<file path="src/hdl/erol_pkg.sv">
// Shared types and constants for the entry ring with byte-offset lookup.
package erol_pkg;

    localparam int DEPTH_DEF = 16;
    localparam int HANDLE_W  = 32;
    localparam int LEN_W     = 16;
    localparam int OFF_W     = 20;

    typedef enum logic {
        OP_ADD  = 1'b0,
        OP_FIND = 1'b1
    } t_op;

    typedef struct packed {
        t_op                 opcode;
        logic [HANDLE_W-1:0] new_handle;
        logic [LEN_W-1:0]    new_length;
        logic [OFF_W-1:0]    byte_offset;
    } t_in_item;

    typedef struct packed {
        logic                found;
        logic [HANDLE_W-1:0] hit_handle;
        logic [LEN_W-1:0]    byte_in_entry;
        logic                displaced;
    } t_out_item;

    typedef struct packed {
        logic clear;
        logic step;
    } t_walk_ctrl;

    typedef enum logic [2:0] {
        S_IDLE,
        S_ADD,
        S_ADD_RES,
        S_FIND_START,
        S_FIND_WALK,
        S_DONE
    } t_state;

endpackage

</file>
<file path="src/hdl/erol_store.sv">
// Entry store: handle and length memories with one write and one registered read port.
module erol_store #(
    parameter int DEPTH  = erol_pkg::DEPTH_DEF,
    parameter int SLOT_W = $clog2(DEPTH)
) (
    input  logic                          i_clk,
    input  logic                          i_we,
    input  logic [SLOT_W-1:0]             i_wr_addr,
    input  logic [erol_pkg::HANDLE_W-1:0] i_wr_handle,
    input  logic [erol_pkg::LEN_W-1:0]    i_wr_length,
    input  logic [SLOT_W-1:0]             i_rd_addr,
    output logic [erol_pkg::HANDLE_W-1:0] o_rd_handle,
    output logic [erol_pkg::LEN_W-1:0]    o_rd_length
);
    import erol_pkg::*;

    logic [HANDLE_W-1:0] mem_handle [DEPTH];
    logic [LEN_W-1:0]    mem_length [DEPTH];
    logic [HANDLE_W-1:0] r_rd_handle;
    logic [LEN_W-1:0]    r_rd_length;

    // Read returns the contents from before a write to the same slot.
    always_ff @(posedge i_clk) begin
        if (i_we) begin
            mem_handle[i_wr_addr] <= i_wr_handle;
            mem_length[i_wr_addr] <= i_wr_length;
        end
        r_rd_handle <= mem_handle[i_rd_addr];
        r_rd_length <= mem_length[i_rd_addr];
    end

    assign o_rd_handle = r_rd_handle;
    assign o_rd_length = r_rd_length;

endmodule

</file>
<file path="src/hdl/erol_walk.sv">
// Running length sum and offset compare unit, stepped once per visited entry.
module erol_walk #(
    parameter int DEPTH = erol_pkg::DEPTH_DEF
) (
    input  logic                       i_clk,
    input  erol_pkg::t_walk_ctrl       i_ctrl,
    input  logic [erol_pkg::LEN_W-1:0] i_length,
    input  logic [erol_pkg::OFF_W-1:0] i_offset,
    output logic                       o_hit,
    output logic [erol_pkg::LEN_W-1:0] o_pos
);
    import erol_pkg::*;

    localparam int CNT_W = $clog2(DEPTH + 1);
    localparam int SUM_W = LEN_W + CNT_W;
    localparam int ACC_W = (SUM_W > OFF_W) ? SUM_W : OFF_W;

    logic [ACC_W-1:0] r_before;
    logic [ACC_W-1:0] n_before;
    logic [ACC_W-1:0] after;
    logic [ACC_W-1:0] offset_ext;
    logic [ACC_W-1:0] diff;

    assign offset_ext = ACC_W'(i_offset);
    assign after      = r_before + ACC_W'(i_length);
    assign diff       = offset_ext - r_before;
    assign o_hit      = offset_ext < after;
    assign o_pos      = diff[LEN_W-1:0];

    always_comb begin
        n_before = r_before;
        if (i_ctrl.clear) begin
            n_before = '0;
        end else if (i_ctrl.step) begin
            n_before = after;
        end
    end

    always_ff @(posedge i_clk) begin
        r_before <= n_before;
    end

endmodule

</file>
<file path="src/hdl/entry_ring_with_offset_lookup.sv">
// Top level of the entry ring with byte-offset lookup: sequencer, ring pointers and output stage.
//
// The ring keeps DEPTH entries, each a 32-bit buffer handle and a 16-bit byte
// length, in a pair of single-port-write memories with a registered read. An
// add transaction writes the entry at the write slot; once the ring is full it
// overwrites the oldest entry and reports the displaced handle. A find
// transaction walks the stored entries from oldest to newest through one
// shared add-and-compare unit, one entry per clock, and returns the handle and
// the byte position of the entry that holds the requested offset of the
// concatenated data, or a not-found result. The block handles one transaction
// at a time: an add passes through the add, result and done states of the
// sequencer, and a find through the start state, the walk over the visited
// entries (at most DEPTH, through the memory read port) and the done state.
// The result sits in an output register, so the next input transaction is
// taken as soon as the sequencer is idle again, even while the previous result
// still waits to be taken; a further result waits in the sequencer until the
// output register frees up. Contents of entries that have never been written
// never reach a result, so the memories need no clearing after reset and a
// find is usable at once.
module entry_ring_with_offset_lookup #(
    parameter int DEPTH = erol_pkg::DEPTH_DEF
) (
    input  logic                i_clk,
    input  logic                i_rst_n,
    input  logic                i_in_valid,
    output logic                o_in_ready,
    input  erol_pkg::t_in_item  i_in_data,
    output logic                o_out_valid,
    input  logic                i_out_ready,
    output erol_pkg::t_out_item o_out_data
);
    import erol_pkg::*;

    localparam int SLOT_W = (DEPTH > 1) ? $clog2(DEPTH) : 1;
    localparam int CNT_W  = $clog2(DEPTH + 1);

    // Sequencer state and the transaction being worked on.
    t_state     r_state;
    t_state     n_state;
    t_in_item   r_item;

    // Ring pointers. While the ring is not full the oldest slot stays at zero;
    // once it is full the oldest slot follows the write slot.
    logic [SLOT_W-1:0] r_wr_slot;
    logic [SLOT_W-1:0] r_old_slot;
    logic              r_full;
    logic [SLOT_W-1:0] n_wr_slot;
    logic [SLOT_W-1:0] n_old_slot;
    logic              n_full;

    // Walk bookkeeping: next slot to read and entries left to visit.
    logic [SLOT_W-1:0] r_rd_slot;
    logic [SLOT_W-1:0] n_rd_slot;
    logic [CNT_W-1:0]  r_left;
    logic [CNT_W-1:0]  n_left;
    logic              r_disp;
    logic              n_disp;

    // Finished result waiting for the output register, and the output register.
    t_out_item r_res;
    t_out_item n_res;
    t_out_item r_out;
    logic      r_out_valid;
    logic      out_free;

    // Memory and walk unit hookup.
    logic                 st_we;
    logic [SLOT_W-1:0]    st_rd_addr;
    logic [HANDLE_W-1:0]  rd_handle;
    logic [LEN_W-1:0]     rd_length;
    t_walk_ctrl           walk_ctrl;
    logic                 walk_hit;
    logic [LEN_W-1:0]     walk_pos;

    logic [CNT_W-1:0]  stored_cnt;
    logic [SLOT_W-1:0] wr_next;
    logic [SLOT_W-1:0] old_next;
    logic [SLOT_W-1:0] rd_next;
    logic [SLOT_W-1:0] old_after;
    logic              in_acc;

    function automatic logic [SLOT_W-1:0] slot_inc(input logic [SLOT_W-1:0] s);
        logic [SLOT_W-1:0] res;
        if (s == SLOT_W'(DEPTH - 1)) begin
            res = '0;
        end else begin
            res = s + 1'b1;
        end
        return res;
    endfunction

    assign wr_next   = slot_inc(r_wr_slot);
    assign old_next  = slot_inc(r_old_slot);
    assign rd_next   = slot_inc(r_rd_slot);
    assign old_after = slot_inc(r_old_slot);

    // Number of entries held: DEPTH when full, otherwise the pointer distance.
    always_comb begin
        if (r_full) begin
            stored_cnt = CNT_W'(DEPTH);
        end else if (r_wr_slot >= r_old_slot) begin
            stored_cnt = CNT_W'(r_wr_slot - r_old_slot);
        end else begin
            stored_cnt = CNT_W'(DEPTH) - CNT_W'(r_old_slot) + CNT_W'(r_wr_slot);
        end
    end

    assign o_in_ready = (r_state == S_IDLE);
    assign in_acc     = i_in_valid && o_in_ready;
    assign out_free   = !r_out_valid || i_out_ready;

    erol_store #(
        .DEPTH  (DEPTH),
        .SLOT_W (SLOT_W)
    ) u_store (
        .i_clk       (i_clk),
        .i_we        (st_we),
        .i_wr_addr   (r_wr_slot),
        .i_wr_handle (r_item.new_handle),
        .i_wr_length (r_item.new_length),
        .i_rd_addr   (st_rd_addr),
        .o_rd_handle (rd_handle),
        .o_rd_length (rd_length)
    );

    erol_walk #(
        .DEPTH (DEPTH)
    ) u_walk (
        .i_clk    (i_clk),
        .i_ctrl   (walk_ctrl),
        .i_length (rd_length),
        .i_offset (r_item.byte_offset),
        .o_hit    (walk_hit),
        .o_pos    (walk_pos)
    );

    // Next-state logic of the sequencer.
    always_comb begin
        n_state = r_state;
        case (r_state)
            S_IDLE: begin
                if (in_acc) begin
                    n_state = (i_in_data.opcode == OP_FIND) ? S_FIND_START : S_ADD;
                end
            end
            S_ADD: begin
                n_state = S_ADD_RES;
            end
            S_ADD_RES: begin
                n_state = S_DONE;
            end
            S_FIND_START: begin
                n_state = (stored_cnt == '0) ? S_DONE : S_FIND_WALK;
            end
            S_FIND_WALK: begin
                if (walk_hit || (r_left == CNT_W'(1))) begin
                    n_state = S_DONE;
                end
            end
            S_DONE: begin
                if (out_free) begin
                    n_state = S_IDLE;
                end
            end
            default: begin
                n_state = S_IDLE;
            end
        endcase
    end

    // Output logic of the sequencer: strobes and next values of the datapath.
    always_comb begin
        st_we      = 1'b0;
        st_rd_addr = r_rd_slot;
        walk_ctrl  = '0;
        n_wr_slot  = r_wr_slot;
        n_old_slot = r_old_slot;
        n_full     = r_full;
        n_rd_slot  = r_rd_slot;
        n_left     = r_left;
        n_disp     = r_disp;
        n_res      = r_res;
        case (r_state)
            S_IDLE: begin
            end
            S_ADD: begin
                // Write the new entry and read the one it replaces in the same cycle.
                st_we      = 1'b1;
                st_rd_addr = r_wr_slot;
                n_disp     = r_full;
                n_wr_slot  = wr_next;
                if (r_full) begin
                    n_old_slot = old_next;
                end
                if (wr_next == '0) begin
                    n_full = 1'b1;
                end
            end
            S_ADD_RES: begin
                n_res               = '0;
                n_res.displaced     = r_disp;
                n_res.hit_handle    = r_disp ? rd_handle : '0;
            end
            S_FIND_START: begin
                st_rd_addr      = r_old_slot;
                n_rd_slot       = old_after;
                n_left          = stored_cnt;
                walk_ctrl.clear = 1'b1;
                n_res           = '0;
            end
            S_FIND_WALK: begin
                // Compare the entry read last cycle while fetching the next one.
                st_rd_addr     = r_rd_slot;
                n_rd_slot      = rd_next;
                n_left         = r_left - 1'b1;
                walk_ctrl.step = 1'b1;
                n_res          = '0;
                if (walk_hit) begin
                    n_res.found         = 1'b1;
                    n_res.hit_handle    = rd_handle;
                    n_res.byte_in_entry = walk_pos;
                end
            end
            S_DONE: begin
            end
            default: begin
            end
        endcase
    end

    always_ff @(posedge i_clk) begin
        if (!i_rst_n) begin
            r_state     <= S_IDLE;
            r_wr_slot   <= '0;
            r_old_slot  <= '0;
            r_full      <= 1'b0;
            r_out_valid <= 1'b0;
        end else begin
            r_state    <= n_state;
            r_wr_slot  <= n_wr_slot;
            r_old_slot <= n_old_slot;
            r_full     <= n_full;
            if ((r_state == S_DONE) && out_free) begin
                r_out_valid <= 1'b1;
            end else if (i_out_ready) begin
                r_out_valid <= 1'b0;
            end
        end
    end

    always_ff @(posedge i_clk) begin
        if (in_acc) begin
            r_item <= i_in_data;
        end
        r_rd_slot <= n_rd_slot;
        r_left    <= n_left;
        r_disp    <= n_disp;
        r_res     <= n_res;
        if ((r_state == S_DONE) && out_free) begin
            r_out <= r_res;
        end
    end

    assign o_out_valid = r_out_valid;
    assign o_out_data  = r_out;

    // A walk always has at least one entry left to visit.
    a_walk_left: assert property (@(posedge i_clk) disable iff (!i_rst_n)
        (r_state == S_FIND_WALK) |-> (r_left != '0))
        else $error("walk entered with no entries left");

    // Before the ring first fills, the oldest entry is always in slot zero.
    a_old_zero: assert property (@(posedge i_clk) disable iff (!i_rst_n)
        !r_full |-> (r_old_slot == '0))
        else $error("oldest slot moved before the ring was full");

    // A full ring has its oldest entry exactly where the next add writes.
    a_full_ptrs: assert property (@(posedge i_clk) disable iff (!i_rst_n)
        r_full |-> (r_old_slot == r_wr_slot))
        else $error("full ring with oldest and write slots apart");

    // A new result appears only after the sequencer has finished a transaction.
    a_out_src: assert property (@(posedge i_clk) disable iff (!i_rst_n)
        $rose(r_out_valid) |-> ($past(r_state) == S_DONE))
        else $error("result presented without a finished transaction");

endmodule
</file>
<file path="config.mk">
export PLATFORM = sky130hd
export DESIGN_NAME = entry_ring_with_offset_lookup
export DESIGN_NICKNAME = d
export VERILOG_FILES = /design/src/hdl/erol_pkg.sv /design/src/hdl/erol_store.sv /design/src/hdl/erol_walk.sv /design/src/hdl/entry_ring_with_offset_lookup.sv
export SDC_FILE = /design/constraint.sdc
export NUM_CORES = 1
export LEC_CHECK = 0
export ABC_AREA = 1
export BUFFER_PORTS_ARGS = -buffer_cell sky130_fd_sc_hd__buf_2
export CORE_ASPECT_RATIO = 2
export CORE_MARGIN = 5
export CORE_UTILIZATION = 48
export CTS_CLUSTER_DIAMETER = 100
export DETAILED_ROUTE_END_ITERATION = 8
export GPL_ROUTABILITY_DRIVEN = 0
export SLEW_MARGIN = 20
export SYNTH_ARGS = -nofsm -noshare
export SYNTH_HDL_FRONTEND = slang
export SYNTH_SLANG_ARGS = --single-unit
export TNS_END_PERCENT = 20
</file>
<file path="constraint.sdc">
create_clock -name i_clk -period 13.8 [get_ports i_clk]
set_clock_uncertainty 0.05 [all_clocks]
set_input_delay 2.76 -clock i_clk [delete_from_list [all_inputs] [get_ports i_clk]]
set_output_delay 2.76 -clock i_clk [all_outputs]
set_load 0.005 [all_outputs]
</file>
# Word level (Yosys, flattened, before mapping)

Memory sizes are Yosys's and may differ from the RTL's. A register that Yosys moved wholly into a read port is not among the register bits.
Cells that the tools add are included.

Register bits: 212
Memory bits (writable): 768
Input bits: 73
Output and inout port bits: 52
Word-level logic and storage cells: 83
Memories kept: 2

Memory list:

| memory             | words | bits a word | read ports | clocked after memory_dff | wr ports | RTL line         | source |
|---|---|---|---|---|---|---|---|
| u_store.mem_handle | 16    | 32          | 1          | 1                        | 1        | erol_store.sv:17 | `logic [HANDLE_W-1:0] mem_handle [DEPTH];` |
| u_store.mem_length | 16    | 16          | 1          | 1                        | 1        | erol_store.sv:18 | `logic [LEN_W-1:0] mem_length [DEPTH];` |

$add $sub $neg: 9
Magnitude comparators: 2
Eq/ne operators: 12
Mux-type cells: 24
Reductions and logical operators: 14

Operators with widths:

| operator            | count |
|---|---|
| $pmux 50 s3         | 1 |
| $mux 49             | 1 |
| $mux 32             | 1 |
| $add 21x16->21      | 1 |
| $lt 20x21->1        | 1 |
| $pmux 3 s6          | 1 |
| $pmux 4 s2          | 2 |
| $sub 16x16->16      | 1 |
| $add 4x1->4 const B | 3 |
| $eq 4x4->1 const B  | 3 |
| $mux 4              | 3 |
| $mux 5              | 2 |
| $pmux 5 s2          | 1 |
| $mux 3              | 3 |
| $mux 1              | 8 |
| $eq 3x2->1 const B  | 2 |
| $eq 3x3->1 const B  | 2 |
| $add 5x4->5         | 1 |
| $eq 5x1->1 const B  | 1 |
| $logic_not 5->1     | 1 |
| $sub 4x4->5         | 1 |
| $sub 5x1->5 const B | 1 |
| $sub 5x4->5 const A | 1 |
| $ge 4x4->1          | 1 |
| other kinds (13)    | 18 |

# Depth between registers and ports, before layout

Gate-level depths: netlist of the first run.

Word-level depth: 7
Gate-level depth with buffers: 24
Gate-level depth less buffers: 24

# Cells and area by module

From an unflattened synthesis of the first run, not the netlist that was laid out.

Cells, all modules: 4,183
Area, all modules: 44,267.5 sq um

By module, submodules not included:

| module                        | times used | cells an instance | area an instance (sq um) | seq. area each (sq um) |
|---|---|---|---|---|
| erol_store                    | 1          | 3,167             | 33,932.5                 | 24,023.0 |
| entry_ring_with_offset_lookup | 1          | 465               | 7,035.5                  | 5,605.4 |
| erol_walk                     | 1          | 551               | 3,299.4                  | 420.4 |

# Worst setup path after synthesis of the first run

OpenSTA, ideal clock, no wires.

Kind: input port to flip-flop
Start point: in i_in_valid
End point: reg r_item[0] (netlist name), enable pin
Setup time: 0.494 ns
Arrival: 5.633 ns
Data required time: 13.256 ns
Setup slack: 7.623 ns
Stages on the path: 2
Buffers on the path: 0
Path through: inv_1 -> nor2_1

Word-level cells in the longest chain between the ends: 1

RTL lines:

| item                   | RTL line                             | source |
|---|---|---|
| start: declaration     | entry_ring_with_offset_lookup.sv:25  | `input logic i_in_valid,` |
| $logic_and 1x1->1      | entry_ring_with_offset_lookup.sv:109 | `assign in_acc = i_in_valid && o_in_ready;` |
| via in_acc             | entry_ring_with_offset_lookup.sv:80  | `logic in_acc;` |
| end signal: assignment | entry_ring_with_offset_lookup.sv:253 | `r_item <= i_in_data;` |
| end: declaration       | entry_ring_with_offset_lookup.sv:40  | `t_in_item r_item;` |

The timed path passes the listed nets, and every way through them passes these cells.
A chain may end at the register's enable or synchronous reset.

# Worst setup path in the final report of the first run

Start point: reg r_state[0]
End point: reg u_store.r_rd_handle[10], in the netlist u_store.o_rd_handle[10], read port of u_store.mem_handle

Word-level cells in the longest chain between the ends: 2
Elaborated cells on any way between the ends: 3
Those cells by class: eq/ne: 2; mux: 1

RTL lines:

| item                                            | RTL line                             | source |
|---|---|---|
| start: declaration                              | entry_ring_with_offset_lookup.sv:38  | `t_state r_state;` |
| start signal: assignment                        | entry_ring_with_offset_lookup.sv:239 | `r_state <= n_state;` |
| $eq 3x2->1 / $eq 3x1->1 (equally long branches) | entry_ring_with_offset_lookup.sv:183 | `case (r_state)` |
| $pmux 4 s2 *                                    | entry_ring_with_offset_lookup.sv:183 |  |
| end: declaration                                | erol_store.sv:19                     | `logic [HANDLE_W-1:0] r_rd_handle;` |

Every way passes the cells marked *; elsewhere a longest branch is shown, timed or not.

==> results.toml, run 1 <==
[pwr]
combPwrFrac_pct = 36.3
pwr-share-seq_pct = 40.2
p_clk_share_pct = 23.6
p_switching_w = 0.00415
intPower_w = 0.00666
ir_drop_mv = 0.210
p_leak_nw = 17.3
power_density_mw_per_mm2 = 231
p_sw_share_pct = 38.4

[placement]
dpl-instance-area_mm2 = 0.0438
place_inst = 4516
pre_cts_ws_ps = 8420
dp_hpwl_um = 56200
io_buffers = 124

[final_layout]
nNetsFinal = 3584
finalNonFillerCells = 4682
final_common_cell = "edfxtp_1"
final_cell_mix = "946 x edfxtp_1, 587 x nand2_1, 492 x inv_1, 385 x o211ai_1, 326 x nand3_1"
syn2layout_area_growth_pct = 11.2
drive_gt1_share_pct = 9.55
fillers = 7284
final_cell_area_mm2 = 0.0468

[synthesis]
syn_area_per_cell_um2 = 12.5
synth-seq-cells = 1028
netlist_area_mm2 = 0.0420
synthCells = 3362
synth-edff-count = 946
syn_nets = 3501
ys_seq_area_share_pct = 71.5
synth_flop_cell = "edfxtp_1"
synth_cell_types = 38
async_reset_ff_share_pct = 0
yosys_warnings = 0

[die]
boundaryPins = 125
core_mm2 = 0.0869
num_rows = 153
dieHeight_um = 429
die_width_um = 219
die-area_mm2 = 0.0940
initial_utilization_pct = 48.4

[sta]
finalSetupViolCount = 0
setup_ws_ps = 8400
tightest_slew_ps = 1150
finalMaxSlewViolations = 0
fin_crit_ps = 5400
setup_tns_ps = 0
finalCritPeriodShare_pct = 39.1
fmax_ghz = 0.185
grt_setup_unrepaired = "false"
hold_violations = 0
maxSlewHeadroom_pct = 23.3

[clock_tree]
clockBufferDepth = 3
cts_tree = "built"
hold_buffers = 0
insertion_delay_ps = 670
cts.sinks = 1028
numCtsBuffers = 89
post-cts-setup-buffers = 0
clkTransAtPathRegs_ps = 60
ctsHtreeMaxLevel = 3
root_buffer = "clkbuf_16"
cts_resized = 0

[run]
maxCapViolCount = 0

[worst_setup_path]
cp_common_cell = "buf_4"
crit_arrival_ps = 5910
slowest_delay_ps = 950
slowest_stage = "buf_4"
crit_buf_inv = 5
path_cells = "nand2_2 > inv_2 > o21ai_0 > o22ai_4 > buf_12 > buf_4 > buf_4 > buf_4 > nand2_1 > o211ai_1 > nand3_1 > nand3_1 > nand2_1"
crit_type = "flop to flop"
endpoint_kind = "flop"
cp_top_family = "buffers and inverters"
rrSetupSlack_ps = 8400
crit_required_ps = 14310
cp_max_fo = 251
start_kind = "flop"

[route]
via_per_inst = 5.55
drc = 0
first_iter_violations = 2386
firstDrtPassIters = 6
vias = 25991
wl_per_cell_um = 22.1
ant_nets = 0
wl_um = 104000

[global_route]
grt_max_degree = 252
grt_pass1_vias = 25738
track_usage_pct = 21.8
antenna_found_initial = 0
overflow = 0
grt_pass1_wl_um = 155000

[min_path]
min_path_type = "flop to flop"

[status]
status = "complete, no violations"
[layer usage]
metal / part of all wire, % / GRT usage, % / wire, µm / vias up
met5: 0 / 0 / 0 / -
met2: 52 / 39.2 / 54300 / 811
met3: 5.1 / 2.55 / 5290 / 215
met4: 4.3 / 9.37 / 4430 / 0
met1: 38 / 26.3 / 39700 / 12882
li1: - / - / - / 12083
[synthesized netlist by cell type, drive strengths merged, types with 2 or more instances]
| cell | number | share of area, % |
|---|---|---|
| a211oi | 2 | 0.036 |
| a21boi | 33 | 0.59 |
| a21o | 3 | 0.054 |
| a21oi | 43 | 0.51 |
| a31oi | 5 | 0.074 |
| buf | 125 | 1.6 |
| clkbuf | 48 | 0.43 |
| dfxtp | 82 | 3.9 |
| edfxtp | 946 | 68 |
| fa | 3 | 0.14 |
| ha | 63 | 1.9 |
| inv | 497 | 4.4 |
| nand2 | 590 | 5.3 |
| nand3 | 326 | 3.9 |
| nand3b | 2 | 0.036 |
| nand4 | 5 | 0.074 |
| nor2 | 91 | 0.85 |
| nor3 | 16 | 0.19 |
| o211ai | 385 | 6.9 |
| o21a | 2 | 0.036 |
| o21ai | 27 | 0.33 |
| o21bai | 8 | 0.14 |
| o22ai | 20 | 0.31 |
| xnor2 | 12 | 0.25 |
| xor2 | 23 | 0.48 |
[worst reg2reg max path: cells and delay by family (launching register included)]
kind | cells | cell delay, ps
buffers and inverters | 5 | 3690
and+or+nand+nor | 5 | 670
AOI/OAI and AO/OA | 3 | 470
DFF | 1 | 440
[sequential cells by signal (all words and copies together) (netlist names), 4 cells and up]
name / flops
o_out_data: 50
u_store.mem_handle: 512
r_old_slot: 4
u_store.mem_length: 256
r_left: 5
r_rd_slot: 4
u_store.o_rd_length: 16
u_store.o_rd_handle: 32
r_item: 68
u_walk.r_before: 21
r_wr_slot: 4
r_res: 50
[area by class of cell]
type	instances	area (µm²)	area share, %
diodes	2	5.00	0.0107
clock buffers	110	2370	5.06
clock inverters	54	608	1.30
inverters	498	1880	4.01
multi-input cells	1663	9470	20.2
flip-flops and latches	1028	30000	64.2
well taps	1162	1450	3.11
repair buffers	165	941	2.01
[metrics by stage]
stage | hold slack, ps | total power [W] | util [%]
6_report | 369 | 0.0108 | 53.8
5_1_grt | 375 | 0.0115 | 53.8
4_1_cts | 370 | 0.0109 | 53.8
3_5_place_dp | 355 | 0.00833 | 50.4
3_3_place_gp | 351 | 0.00819 | 50.4
2_1_floorplan | 350 | 0.00713 | -
[worst paths after layout]
check | start | end | depth (start not counted)
hold reg to reg | r_res[13]$_DFFE_PP_ | o_out_data[13]$_DFFE_PP_ | 0
setup / recovery | r_state[0]$_SDFFE_PN0P_ | u_store.o_rd_handle[10]$_DFF_P_ | 13
setup reg to reg | r_state[0]$_SDFFE_PN0P_ | u_store.o_rd_handle[10]$_DFF_P_ | 13
hold / removal | r_res[13]$_DFFE_PP_ | o_out_data[13]$_DFFE_PP_ | 0
[logic make-up after synthesis]
logic type | after synthesis | share of synthesized area, %
and+or+nand+nor | 1032 | 10.3
DFF | 1028 | 71.5
buffers and inverters | 671 | 6.43
AOI/OAI and AO/OA | 530 | 9.02
adders and majority gates | 66 | 2.02
xor gates and xnor gates | 35 | 0.729
[power by group through the flow]
stage               Clock [W]  Sequential [W]  Combinational [W]
floorplan                   0         0.00430            0.00283
global placement            0         0.00439            0.00381
detailed placement          0         0.00440            0.00392
CTS                   0.00260         0.00434            0.00394
global route          0.00272         0.00439            0.00436
finish                0.00255         0.00434            0.00392
Power figures use the tool's default switching activity.
==> inputs of run 2 (changes only) <==
--- a/config.mk
+++ b/config.mk
@@ -5,7 +5,7 @@
 export SDC_FILE = /design/constraint.sdc
 export NUM_CORES = 1
 export LEC_CHECK = 0
-export ABC_AREA = 1
+export ABC_AREA = 0
 export BUFFER_PORTS_ARGS = -buffer_cell sky130_fd_sc_hd__buf_2
 export CORE_ASPECT_RATIO = 2
 export CORE_MARGIN = 5
@@ -13,6 +13,7 @@
 export CTS_CLUSTER_DIAMETER = 100
 export DETAILED_ROUTE_END_ITERATION = 8
 export GPL_ROUTABILITY_DRIVEN = 0
+export PLACE_DENSITY = 0.67
 export SLEW_MARGIN = 20
 export SYNTH_ARGS = -nofsm -noshare
 export SYNTH_HDL_FRONTEND = slang
==> constraint.sdc (replaced) <==
create_clock -name i_clk -period 4.6 [get_ports i_clk]
set_clock_uncertainty 0.05 [all_clocks]
set_input_delay 0.92 -clock i_clk [delete_from_list [all_inputs] [get_ports i_clk]]
set_output_delay 0.92 -clock i_clk [all_outputs]
set_load 0.005 [all_outputs]
==> run 2 against run 1 <==
Compared with the run above:
- combinational power is 23% higher
- worst setup slack worse by 8100 ps
- register-to-register slack worse by 8100 ps
- fmax increased by 25%
- clock-buffer cell count increased by 1
- sequential cell count did not move
- critical path depth is 6 higher
- global-route usage decreased by 2.3 points
- sequential power grew to 2.6 times the previous value
- final cell count is 28% lower
- synthesized area fell by 5.6%
- critical endpoint is now r_res[43]$_DFFE_PP_
- largest power group unchanged
- highest routed layer is now met5
==> results.toml, run 2 <==
[synthesis]
synth_top_area_share_pct = 71.6
syn_area_per_cell_um2 = 19.6
yosysMostFrequentCell = "edfxtp_1"
synth_top_family_by_area = "multiplexers"
netlist_area_mm2 = 0.0397
synth_compound_area_share_pct = 4.21
synth_xor_area_share_pct = 0.838
synth_flop_cell = "edfxtp_1"
synth-simple-area-share_pct = 3.40
yosys_warnings = 0
ys_seq_area_share_pct = 75.7
synth-edff-count = 946
synthAdderAreaFrac_pct = 2.14
synth_cell_types = 66
muxShareOfSynthArea_pct = 12.2
synthCells = 2021
synth_top_area_cell = "edfxtp_1"
syn_nets = 2160
synth-seq-cells = 1028
synth_common_cells = "946 x edfxtp_1, 192 x mux4_2, 93 x a21oi_1"
synth_area_leaders = "edfxtp_1 72%, mux4_2 11%, dfxtp_1 4.1%, ha_1 2.0%, nor2b_1 1.4%"
async_reset_ff_share_pct = 0

[global_route]
grt_max_degree = 97
grt_pass1_vias = 20895
antenna_found_initial = 1
grt_pass1_wl_um = 129000
track_usage_pct = 19.6
overflow = 0

[sta]
fmax_ghz = 0.231
tightest_slew_ps = 1000
finalMaxSlewViolations = 0
setup_tns_ps = 0
finalCritPeriodShare_pct = 94.0
setup_ws_ps = 277
grt_setup_unrepaired = "false"
fin_crit_ps = 4320
maxSlewHeadroom_pct = 33.1
finalSetupViolCount = 0
hold_violations = 0

[final_layout]
drive_gt1_share_pct = 24.4
top_register = "u_store.mem_handle"
top_regs = "u_store.mem_handle x512, u_store.mem_length x256, r_item x68"
antenna_cells = 0
syn2layout_area_growth_pct = 14.1
final_common_cell = "edfxtp_1"
largest_register_ffs = 512
nNetsFinal = 2363
final_cell_mix = "946 x edfxtp_1, 192 x mux4_2, 124 x buf_2, 91 x a21oi_1, 89 x clkbuf_16"

[pwr]
power_density_mw_per_mm2 = 525
p_leak_nw = 15.0
ir_drop_mv = 0.326

[die]
core_mm2 = 0.0822
dieHeight_um = 417
num_rows = 149
boundaryPins = 125
initial_utilization_pct = 48.3
die-area_mm2 = 0.0889
die_width_um = 213

[route]
vias = 19578
wl_per_cell_um = 26.1
via_per_inst = 5.83
drc = 0
first_iter_violations = 1674
firstDrtPassIters = 5
wl_um = 87400
ant_nets = 0

[worst_setup_path]
path_cells = "ha_1 > fa_1 > a21o_1 > and4_1 > o21ba_2 > buf_4 > o21ai_1 > nand2_1 > ha_1 > nand4_1 > o22ai_1 > nor3_1 > a211oi_1 > o211ai_1 > buf_4 > a21oi_4 > buf_4 > clkbuf_16 > nor2b_1"
crit_end = "r_res[43]$_DFFE_PP_"
crit_type = "flop to flop"
cp_common_cell = "buf_4"
slowest_stage = "fa_1"
rrSetupSlack_ps = 280
worstReg2RegEnd = "r_res[43]$_DFFE_PP_"
crit_required_ps = 4960
endpoint_kind = "flop"
startpoint = "u_walk.r_before[0]$_SDFFE_PN0P_"
worstRegToRegCells = 19
cp_max_fo = 8
reg2reg_from = "u_walk.r_before[0]$_SDFFE_PN0P_"
crit_arrival_ps = 4690
slowest_delay_ps = 400
start_kind = "flop"

[clock_tree]
clockBufferDepth = 3
numCtsBuffers = 87
insertion_delay_ps = 670
cts_tree = "built"
clkTransAtPathRegs_ps = 70
ctsHtreeMaxLevel = 3
root_buffer = "clkbuf_16"
cts.sinks = 1028

[placement]
io_buffers = 124
dp_hpwl_um = 49300
pre_cts_ws_ps = -15.4

[min_path]
hold_start = "r_res[14]$_DFFE_PP_"
min_path_type = "flop to flop"

[status]
status = "complete, no violations"

[run]
maxCapViolCount = 0
run 2: cell count changes in the layout (fill, tap and decap cells not counted), moves of 11 or more:
cell and change:
xnor2_1 +13, nand2_1 -544, mux2i_1 +53, nand2b_1 +11, nand3_1 -316, buf_12 +28, o211ai_1 -384, nor2b_1 +87
inv_1 -454, nor2_1 -30, a211oi_1 +54, mux4_2 +192, a21boi_0 -32, a21oi_1 +48
run 2: metrics by stage:
stage	power, W	cells	utilization, %	hold slack (ps)	area [µm²]
after floorplan	0.0149	2021	-	350	39700
after global placement	0.0162	3186	51.4	352	42300
after detailed placement	0.0164	3186	51.4	355	42300
after CTS	0.0239	3352	55.0	330	45200
after global routing	0.0249	3356	55.1	349	45300
final	0.0238	3356	55.1	369	45300
run 2: cell type report:
class	instances	area, µm²
tap	1057	1320
fill	6117	36900
clock buffer	111	2360
multi-input combinational	868	9250
inverter	38	143
sequential	1028	30000
clock inverter	53	572
timing repair buffer	201	1590
run 2: critical path, delay by kind of cell (launching register included):
family / cells / cell delay, ps
compound gates: 7 / 1300
fa+ha+maj: 3 / 970
buf+inv: 4 / 720
flops: 1 / 340
simple gates: 5 / 660
run 2: cell families after synthesis:
group | count (synthesis)
adders and majority gates | 66
AOI/OAI and AO/OA | 262
DFF | 1028
xor gates and xnor gates | 38
muxes | 245
and+or+nand+nor | 257
buffers and inverters | 125
run 2: worst min path at each step:
| stage | depth (start not counted) | end |
|---|---|---|
| after global placement | 0 | o_out_data[43]$_DFFE_PP_ |
| after global routing | 1 | r_item[51]$_DFFE_PP_ |
| after floorplan | 0 | o_out_data[0]$_DFFE_PP_ |
| final | 0 | o_out_data[14]$_DFFE_PP_ |
| after detailed placement | 0 | o_out_data[14]$_DFFE_PP_ |
| after CTS | 1 | r_item[14]$_DFFE_PP_ |
run 2: repair_timing:
item,4_1_cts,5_1_grt
gates resized for setup,0,6
hold buffers,0,0
setup buffers,2,2
gates cloned,0,2
setup endpoints to repair,10,44
pin swaps,1,2
run 2: report_power, final:
part / leakage, nW / internal (W) / switching [W]
clock network: 1.40 / 0.00419 / 0.00334
logic: 4.32 / 0.00214 / 0.00269
registers: 9.26 / 0.0110 / 0.000425
run 2: layer usage:
metal / GRT usage [%] / vias up / routed length (µm)
li1: - / 8591 / -
met2: 35.1 / 611 / 47100
met5: 0 / - / 11
met3: 3.11 / 157 / 4550
met1: 24.3 / 10217 / 33100
met4: 6.17 / 2 / 2600
